==> config.mk <==
export PLATFORM = sky130hd
export DESIGN_NAME = console_line_editor
export DESIGN_NICKNAME = d
export VERILOG_FILES = /design/src/hw/rtl/cle_pkg.sv /design/src/hw/rtl/cle_ram.sv /design/src/hw/rtl/cle_dp.sv /design/src/hw/rtl/cle_ctrl.sv /design/src/hw/rtl/console_line_editor.sv
export SDC_FILE = /design/constraint.sdc
export NUM_CORES = 1
export LEC_CHECK = 0
export ABC_AREA = 1
export ABC_CLOCK_PERIOD_IN_PS = 2900
export BUFFER_PORTS_ARGS = -buffer_cell sky130_fd_sc_hd__buf_2
export CAP_MARGIN = 20
export CELL_PAD_IN_SITES_DETAIL_PLACEMENT = 0
export CELL_PAD_IN_SITES_GLOBAL_PLACEMENT = 1
export CORE_UTILIZATION = 30
export CTS_CLUSTER_SIZE = 12
export DETAILED_ROUTE_END_ITERATION = 8
export PLACE_DENSITY_LB_ADDON = 0.1
export REMOVE_ABC_BUFFERS = 1
export SLEW_MARGIN = 20
export SYNTH_ARGS = -nofsm -noshare
export SYNTH_HDL_FRONTEND = slang
export SYNTH_SLANG_ARGS = --single-unit
==> constraint.sdc <==
create_clock -name clk -period 2.9 [get_ports clk]
set_input_delay 0.145 -clock clk [delete_from_list [all_inputs] [get_ports clk]]
set_output_delay 0.145 -clock clk [all_outputs]
set_load 0.02 [all_outputs]
==> src/hw/rtl/cle_pkg.sv <==
// ----------------------------------------------------------------------------
// cle_pkg
// Shared constants and types of the console line editor.
// ----------------------------------------------------------------------------
`default_nettype none

package cle_pkg;

  localparam int LINE_CAPACITY = 32;
  localparam int CNT_W  = $clog2(LINE_CAPACITY + 1);
  localparam int ADDR_W = (LINE_CAPACITY > 1) ? $clog2(LINE_CAPACITY) : 1;

  localparam logic [7:0] CH_BACKSPACE = 8'h08;
  localparam logic [7:0] CH_DELETE    = 8'h7F;
  localparam logic [7:0] CH_SPACE     = 8'h20;
  localparam logic [7:0] CH_RETURN    = 8'h0D;
  localparam logic [7:0] CH_NEWLINE   = 8'h0A;

  localparam logic CHAN_ECHO = 1'b0;
  localparam logic CHAN_LINE = 1'b1;

  // source of the next output word
  typedef enum logic [2:0] {
    SEL_RX,
    SEL_BS,
    SEL_SP,
    SEL_NL,
    SEL_CR,
    SEL_LINE
  } out_sel_t;

  typedef struct packed {
    logic     accept;    // latch received byte
    logic     fc_inc;    // store byte, bump fill count
    logic     fc_dec;
    logic     fc_clr;
    logic     ptr_clr;
    logic     rd_en;     // read store at pointer, advance pointer
    logic     out_load;
    out_sel_t out_sel;
    logic     out_last;
  } cle_cmd_t;

  typedef struct packed {
    logic is_erase;
    logic is_return;
    logic fc_zero;
    logic fc_full;
    logic out_free;
    logic ptr_end;
  } cle_sts_t;

endpackage

`default_nettype wire

==> src/hw/rtl/cle_ram.sv <==
// ----------------------------------------------------------------------------
// cle_ram
// Generic single-write, single-read RAM with registered read data.
// ----------------------------------------------------------------------------
`default_nettype none

module cle_ram #(
  parameter int WIDTH = 8,
  parameter int DEPTH = 32,
  localparam int AW = (DEPTH > 1) ? $clog2(DEPTH) : 1
) (
  input  wire logic             clk,
  input  wire logic             we,
  input  wire logic [AW-1:0]    waddr,
  input  wire logic [WIDTH-1:0] wdata,
  input  wire logic             re,
  input  wire logic [AW-1:0]    raddr,
  output logic      [WIDTH-1:0] rdata
);

  logic [WIDTH-1:0] mem [DEPTH];

  always_ff @(posedge clk) begin
    if (we) begin
      mem[waddr] <= wdata;
    end
    if (re) begin
      rdata <= mem[raddr];
    end
  end

endmodule

`default_nettype wire

==> src/hw/rtl/cle_dp.sv <==
// ----------------------------------------------------------------------------
// cle_dp
// Datapath: byte latch, fill count, line store, read pointer, output register.
// ----------------------------------------------------------------------------
`default_nettype none

module cle_dp (
  input  wire logic              clk,
  input  wire logic              rst_n,
  input  wire logic [7:0]        in_rx_byte,
  input  wire cle_pkg::cle_cmd_t cmd,
  output cle_pkg::cle_sts_t      sts,
  output logic                   out_valid,
  input  wire logic              out_stall,
  output logic                   out_channel,
  output logic [7:0]             out_byte,
  output logic                   out_last
);

  logic [7:0]                  rx_r;
  logic [cle_pkg::CNT_W-1:0]   fc_r, fc_nxt;
  logic [cle_pkg::CNT_W-1:0]   ptr_r, ptr_nxt;
  logic                        ov_r, ov_nxt;
  logic                        och_r;
  logic [7:0]                  obyte_r;
  logic                        olast_r;
  logic [7:0]                  rd_data;
  logic [7:0]                  sel_byte;
  logic                        sel_chan;

  cle_ram #(
    .WIDTH(8),
    .DEPTH(cle_pkg::LINE_CAPACITY)
  ) u_store (
    .clk  (clk),
    .we   (cmd.fc_inc),
    .waddr(fc_r[cle_pkg::ADDR_W-1:0]),
    .wdata(rx_r),
    .re   (cmd.rd_en),
    .raddr(ptr_r[cle_pkg::ADDR_W-1:0]),
    .rdata(rd_data)
  );

  always_comb begin
    fc_nxt = fc_r;
    if (cmd.fc_clr) begin
      fc_nxt = '0;
    end else if (cmd.fc_dec) begin
      fc_nxt = fc_r - cle_pkg::CNT_W'(1);
    end else if (cmd.fc_inc) begin
      fc_nxt = fc_r + cle_pkg::CNT_W'(1);
    end

    ptr_nxt = ptr_r;
    if (cmd.ptr_clr) begin
      ptr_nxt = '0;
    end else if (cmd.rd_en) begin
      ptr_nxt = ptr_r + cle_pkg::CNT_W'(1);
    end

    sel_chan = cle_pkg::CHAN_ECHO;
    case (cmd.out_sel)
      cle_pkg::SEL_RX:   sel_byte = rx_r;
      cle_pkg::SEL_BS:   sel_byte = cle_pkg::CH_BACKSPACE;
      cle_pkg::SEL_SP:   sel_byte = cle_pkg::CH_SPACE;
      cle_pkg::SEL_NL:   sel_byte = cle_pkg::CH_NEWLINE;
      cle_pkg::SEL_CR:   sel_byte = cle_pkg::CH_RETURN;
      cle_pkg::SEL_LINE: begin
        sel_byte = rd_data;
        sel_chan = cle_pkg::CHAN_LINE;
      end
      default:           sel_byte = rx_r;
    endcase

    ov_nxt = ov_r;
    if (cmd.out_load) begin
      ov_nxt = 1'b1;
    end else if (!out_stall) begin
      ov_nxt = 1'b0;
    end
  end

  always_ff @(posedge clk) begin
    if (!rst_n) begin
      fc_r <= '0;
      ov_r <= 1'b0;
    end else begin
      fc_r <= fc_nxt;
      ov_r <= ov_nxt;
    end
  end

  always_ff @(posedge clk) begin
    ptr_r <= ptr_nxt;
    if (cmd.accept) begin
      rx_r <= in_rx_byte;
    end
    if (cmd.out_load) begin
      och_r   <= sel_chan;
      obyte_r <= sel_byte;
      olast_r <= cmd.out_last;
    end
  end

  assign sts.is_erase  = (rx_r == cle_pkg::CH_BACKSPACE) || (rx_r == cle_pkg::CH_DELETE);
  assign sts.is_return = (rx_r == cle_pkg::CH_RETURN);
  assign sts.fc_zero   = (fc_r == '0);
  assign sts.fc_full   = (fc_r == cle_pkg::CNT_W'(cle_pkg::LINE_CAPACITY));
  assign sts.out_free  = !ov_r || !out_stall;
  assign sts.ptr_end   = (ptr_r == fc_r);

  assign out_valid   = ov_r;
  assign out_channel = och_r;
  assign out_byte    = obyte_r;
  assign out_last    = olast_r;

endmodule

`default_nettype wire

==> src/hw/rtl/cle_ctrl.sv <==
// ----------------------------------------------------------------------------
// cle_ctrl
// Controller: decodes each received byte and sequences echo and line dump.
// ----------------------------------------------------------------------------
`default_nettype none

module cle_ctrl (
  input  wire logic              clk,
  input  wire logic              rst_n,
  input  wire logic              in_valid,
  output logic                   busy,
  input  wire cle_pkg::cle_sts_t sts,
  output cle_pkg::cle_cmd_t      cmd
);

  typedef enum logic [3:0] {
    S_IDLE,
    S_DECIDE,
    S_ECHO,
    S_BS1,
    S_BS2,
    S_BS3,
    S_NL,
    S_CR,
    S_RD,
    S_WR
  } state_t;

  state_t state_r, state_nxt;

  always_comb begin
    cmd       = '0;
    cmd.out_sel = cle_pkg::SEL_RX;
    state_nxt = state_r;
    case (state_r)
      S_IDLE: begin
        if (in_valid) begin
          cmd.accept = 1'b1;
          state_nxt  = S_DECIDE;
        end
      end
      S_DECIDE: begin
        if (sts.is_erase) begin
          if (sts.fc_zero) begin
            state_nxt = S_IDLE;
          end else begin
            cmd.fc_dec = 1'b1;
            state_nxt  = S_BS1;
          end
        end else if (sts.is_return) begin
          state_nxt = S_NL;
        end else if (sts.fc_full) begin
          state_nxt = S_IDLE;
        end else begin
          cmd.fc_inc = 1'b1;
          state_nxt  = S_ECHO;
        end
      end
      S_ECHO: begin
        if (sts.out_free) begin
          cmd.out_load = 1'b1;
          cmd.out_sel  = cle_pkg::SEL_RX;
          cmd.out_last = 1'b1;
          state_nxt    = S_IDLE;
        end
      end
      S_BS1: begin
        if (sts.out_free) begin
          cmd.out_load = 1'b1;
          cmd.out_sel  = cle_pkg::SEL_BS;
          state_nxt    = S_BS2;
        end
      end
      S_BS2: begin
        if (sts.out_free) begin
          cmd.out_load = 1'b1;
          cmd.out_sel  = cle_pkg::SEL_SP;
          state_nxt    = S_BS3;
        end
      end
      S_BS3: begin
        if (sts.out_free) begin
          cmd.out_load = 1'b1;
          cmd.out_sel  = cle_pkg::SEL_BS;
          cmd.out_last = 1'b1;
          state_nxt    = S_IDLE;
        end
      end
      S_NL: begin
        if (sts.out_free) begin
          cmd.out_load = 1'b1;
          cmd.out_sel  = cle_pkg::SEL_NL;
          state_nxt    = S_CR;
        end
      end
      S_CR: begin
        if (sts.out_free) begin
          cmd.out_load = 1'b1;
          cmd.out_sel  = cle_pkg::SEL_CR;
          cmd.out_last = sts.fc_zero;
          cmd.ptr_clr  = 1'b1;
          state_nxt    = sts.fc_zero ? S_IDLE : S_RD;
        end
      end
      S_RD: begin
        cmd.rd_en = 1'b1;
        state_nxt = S_WR;
      end
      S_WR: begin
        // pointer already past the byte now held in read data
        if (sts.out_free) begin
          cmd.out_load = 1'b1;
          cmd.out_sel  = cle_pkg::SEL_LINE;
          cmd.out_last = sts.ptr_end;
          if (sts.ptr_end) begin
            cmd.fc_clr = 1'b1;
            state_nxt  = S_IDLE;
          end else begin
            state_nxt = S_RD;
          end
        end
      end
      default: begin
        state_nxt = S_IDLE;
      end
    endcase
  end

  always_ff @(posedge clk) begin
    if (!rst_n) begin
      state_r <= S_IDLE;
    end else begin
      state_r <= state_nxt;
    end
  end

  assign busy = (state_r != S_IDLE);

endmodule

`default_nettype wire

==> src/hw/rtl/console_line_editor.sv <==
// ----------------------------------------------------------------------------
// console_line_editor
// Line editor for a serial console: echo, erase and line hand-off.
// ----------------------------------------------------------------------------
// Use: in_rx_byte carries one received character per word on a valid/stall
// channel. Each word produces a short run of result words on the out_
// channel: out_channel 0 is an echo for the transmitter, 1 a byte of the
// finished line; out_last marks the final word caused by that character.
// Erase (backspace or delete) on an empty line and ordinary characters on
// a full line produce nothing.
// Timing: one character at a time. in_stall is high from the accept edge
// until the character's last result word is loaded into the output
// register, or until it is decided if it produces nothing. After the
// accept edge the controller decides in S_DECIDE, then loads the first
// result word once the output register is free. The line store has a
// registered read port, so each dumped byte passes a read state (S_RD)
// and then a load state (S_WR).
// Reset clears the fill count, the controller and the output valid; the
// line store itself is not cleared, nothing unwritten is ever read.
// Receiver stall holds the output word; the controller waits with it.
// ----------------------------------------------------------------------------
`default_nettype none

module console_line_editor (
  input  wire logic       clk,
  input  wire logic       rst_n,
  // received characters
  input  wire logic       in_valid,
  output logic            in_stall,
  input  wire logic [7:0] in_rx_byte,
  // echo and line words
  output logic            out_valid,
  input  wire logic       out_stall,
  output logic            out_channel,
  output logic [7:0]      out_byte,
  output logic            out_last
);

  cle_pkg::cle_cmd_t cmd;
  cle_pkg::cle_sts_t sts;
  logic              busy;

  // sequencer: decode, echo patterns, dump loop
  cle_ctrl u_ctrl (
    .clk     (clk),
    .rst_n   (rst_n),
    .in_valid(in_valid),
    .busy    (busy),
    .sts     (sts),
    .cmd     (cmd)
  );

  // storage, counters and output register
  cle_dp u_dp (
    .clk        (clk),
    .rst_n      (rst_n),
    .in_rx_byte (in_rx_byte),
    .cmd        (cmd),
    .sts        (sts),
    .out_valid  (out_valid),
    .out_stall  (out_stall),
    .out_channel(out_channel),
    .out_byte   (out_byte),
    .out_last   (out_last)
  );

  // one character in flight at a time
  assign in_stall = busy;

`ifndef SYNTH
  // never overwrite a word the receiver has not taken
  a_load_free: assert property (@(posedge clk) disable iff (!rst_n)
    cmd.out_load |-> sts.out_free)
    else $error("output word overwritten while stalled");

  // store never written past capacity
  a_no_overfill: assert property (@(posedge clk) disable iff (!rst_n)
    cmd.fc_inc |-> !sts.fc_full)
    else $error("write into full line store");

  // erase never underflows the fill count
  a_no_underflow: assert property (@(posedge clk) disable iff (!rst_n)
    cmd.fc_dec |-> !sts.fc_zero)
    else $error("erase on empty line");

  // dump never reads beyond the stored bytes
  a_dump_bound: assert property (@(posedge clk) disable iff (!rst_n)
    cmd.rd_en |-> !sts.ptr_end)
    else $error("line dump read past fill count");
`endif

endmodule

`default_nettype wire

==> impl_metrics.env <==
export IMPL_r2r_slack_ns=0.44
export IMPL_synth_top_cell_area_share_pct=68.6
export IMPL_synth_ff_type="edfxtp_1"
export IMPL_area_delta_synth_final_pct=18.9
export IMPL_outcome="complete, no violations"
export IMPL_ys_ff_latch=299
export IMPL_synth_edff_count=282
export IMPL_p_leak_nw=5.06
export IMPL_core_sq_mm=0.0402
export IMPL_dp_final_hpwl_um=24300
export IMPL_numPortBuffers=23
export IMPL_clk_latency_ns=0.55
export IMPL_numCtsBuffers=36
export IMPL_cts_tree="yes"
export IMPL_clockBufferDepth=3
export IMPL_antenna_found_initial=1
export IMPL_critPathKind="reg -> reg"
export IMPL_row_count=73
export IMPL_ys_types=40
export IMPL_syn_cell_area_sq_mm=0.0124
export IMPL_cp_end_kind="flip-flop"
export IMPL_place_congestion=0.766
export IMPL_place_ws_ns=0.463
export IMPL_cts_clk_slew_worst_paths_ns=0.06
export IMPL_post_cts_buffers=0
export IMPL_synth_compound_area_share_pct=11.5
export IMPL_clock_fmax_mhz=407
export IMPL_clkSinkCount=299
export IMPL_setup_viol=0
export IMPL_htree_levels=2
export IMPL_grt_pass1_vias=8268
export IMPL_start_util_pct=30.7
export IMPL_period_share_pct=84.7
export IMPL_max_cap_viol_count=0
export IMPL_first_pass_iters=5
export IMPL_slew_violations=0
export IMPL_final_nets=1138
export IMPL_syn_avg_cell_area_sq_um=11.9
export IMPL_rsz0062_at_grt="false"
export IMPL_synthMuxAreaShare_pct=0
export IMPL_async_flop_share_pct=0
export IMPL_yosysSeqAreaShare_pct=71.3
export IMPL_drt_first_iter_violations=553
export IMPL_worstMarginPinSlew_ns=0.672
export IMPL_slew_headroom_pct=55.2
export IMPL_crit_required_ns=3.16
export IMPL_num_vias=8199
export IMPL_synth_xor_area_share_pct=0.213
export IMPL_ir_worst_vdd_mv=0.281
export IMPL_hold_buffers=10
export IMPL_vias_per_cell=4.90
export IMPL_clockRootBuffer="clkbuf_16"
export IMPL_yosys_warnings=0
export IMPL_grtUsageTotal_pct=18.2
export IMPL_die_h_um=205
export IMPL_drtAntennaViolNets=0
export IMPL_io_pins=24
export IMPL_synth_top_cell_by_area="edfxtp_1"
export IMPL_grt_max_degree=67
export IMPL_grt_pass1_wl_um=55300
export IMPL_netlist_instances=1036
export IMPL_clock_skew_ns=0.0152
export IMPL_final_hold_viol_count=0
export IMPL_die_area_sq_mm=0.0420
export IMPL_synth_fa_ha_area_share_pct=0.203
export IMPL_dp_cells=1601
export IMPL_nFillCells=4030
export IMPL_layout_drive_gt1_share_pct=15.4
export IMPL_wire_per_inst_um=22.2
export IMPL_hold_class="in -> reg"
export IMPL_post_route_drc_count=0
export IMPL_synth_simple_area_share_pct=12.8
export IMPL_totalPowerFinal_w=0.0105
export IMPL_fin_tns_setup_ns=0
export IMPL_yosys_top_cells_count="edfxtp_1, nor2_1, o21ai_0"
export IMPL_cp_start_kind="flip-flop"
export IMPL_min_period_ns=2.46
export IMPL_instances_no_fill=1674
export IMPL_critPathArrivalTime_ns=2.72
export IMPL_grt_overflow=0
export IMPL_synth_top_family_by_area="simple AND/OR/NAND/NOR gates"
export IMPL_worstPathMaxFanout=9
export IMPL_post_cts_resized=0
export IMPL_totalWireLength_um=37200
export IMPL_yosys_top_cells_area="edfxtp_1, nor2_1, o21ai_0"
export IMPL_power_density_mw_per_mm2=715
export IMPL_yosysMostFrequentCell="edfxtp_1"
export IMPL_die_x_um=205
export IMPL_worst_slack_ns=0.443
flip-flops by register name (all words and copies together), names as in the netlist:
name                cells
u_dp.fc_r               6
u_dp.rx_r               8
u_dp.u_store.rdata      8
u_ctrl.state_r          4
u_dp.out_byte           8
u_dp.ptr_r              6
u_dp.out_channel        1
u_dp.out_valid          1
u_dp.out_last           1
u_dp.u_store.mem      256
metrics by stage:
stage / cell area (sq um) / hold WS (ns) / util, %
final: 14700 / 0.294 / 36.5
after global routing: 14700 / 0.323 / 36.5
after CTS: 14700 / 0.254 / 36.5
after detailed placement: 13500 / 0.328 / 33.5
after global placement: 13500 / 0.329 / 33.5
after floorplan: 12100 / 0.244 / -
critical path, stage by stage, from the launching register on:
cell,delay (ns)
dfxtp_1,0.51
nor2_4,0.07
inv_1,0.08
nor2_1,0.06
nand3_1,0.08
nand3_1,0.14
nor3_4,0.29
nand2_1,0.45
nor2_1,0.29
buf_4,0.21
kinds of logic after synthesis:
group,count (synthesis)
buf+inv,119
simple gates,367
flops,299
xor+xnor,3
fa+ha+maj,2
compound gates,246
worst paths after layout:
path	start	depth (start not counted)	end
hold reg to reg	u_ctrl.state_r[1]	2	u_ctrl.state_r[1]
setup reg to reg	u_dp.fc_r[3]	9	u_dp.u_store.mem[8][0]
hold / removal	out_stall	5	u_ctrl.state_r[0]
setup / recovery	u_dp.fc_r[3]	9	u_dp.u_store.mem[8][0]
layer usage:
metal	GRT usage, %	vias to the layer above	share of wire [%]	wire length, um
met5	0	-	0.024	9
met4	5.50	2	2.0	747
met3	2.82	46	3.5	1300
met2	27.9	123	45	16600
met1	26.5	4096	50	18600
li1	-	3932	-	-
cell type report:
| class | instances | area [sq um] | share of cell area, % |
|---|---|---|---|
| Tap cell | 525 | 657 | 4.47 |
| Antenna cell | 1 | 2.50 | 0.0170 |
| Multi-Input combinational cell | 618 | 3060 | 20.8 |
| Clock inverter | 18 | 140 | 0.954 |
| Inverter | 61 | 233 | 1.58 |
| Clock buffer | 44 | 962 | 6.55 |
| Sequential cell | 299 | 8810 | 60.0 |
| Timing Repair Buffer | 108 | 816 | 5.56 |
placed cells by master (no fill, tap or decap), drive strengths merged, types with 13 or more instances in the layout:
| master | synthesis | routed |
|---|---|---|
| dfxtp | 17 | 17 |
| clkinv | 1 | 14 |
| inv | 60 | 63 |
| nand3 | 44 | 44 |
| nor2 | 206 | 206 |
| clkbuf | 42 | 44 |
| a21oi | 13 | 13 |
| buf | 16 | 98 |
| nand2 | 93 | 93 |
| edfxtp | 282 | 282 |
| o22ai | 38 | 38 |
| o221ai | 28 | 28 |
| o21ai | 154 | 154 |
power breakdown:
group          switching, W  internal, W
sequential        0.0000730      0.00495
clock               0.00179      0.00253
combinational      0.000845     0.000313
(Power assumes the default switching activity.)
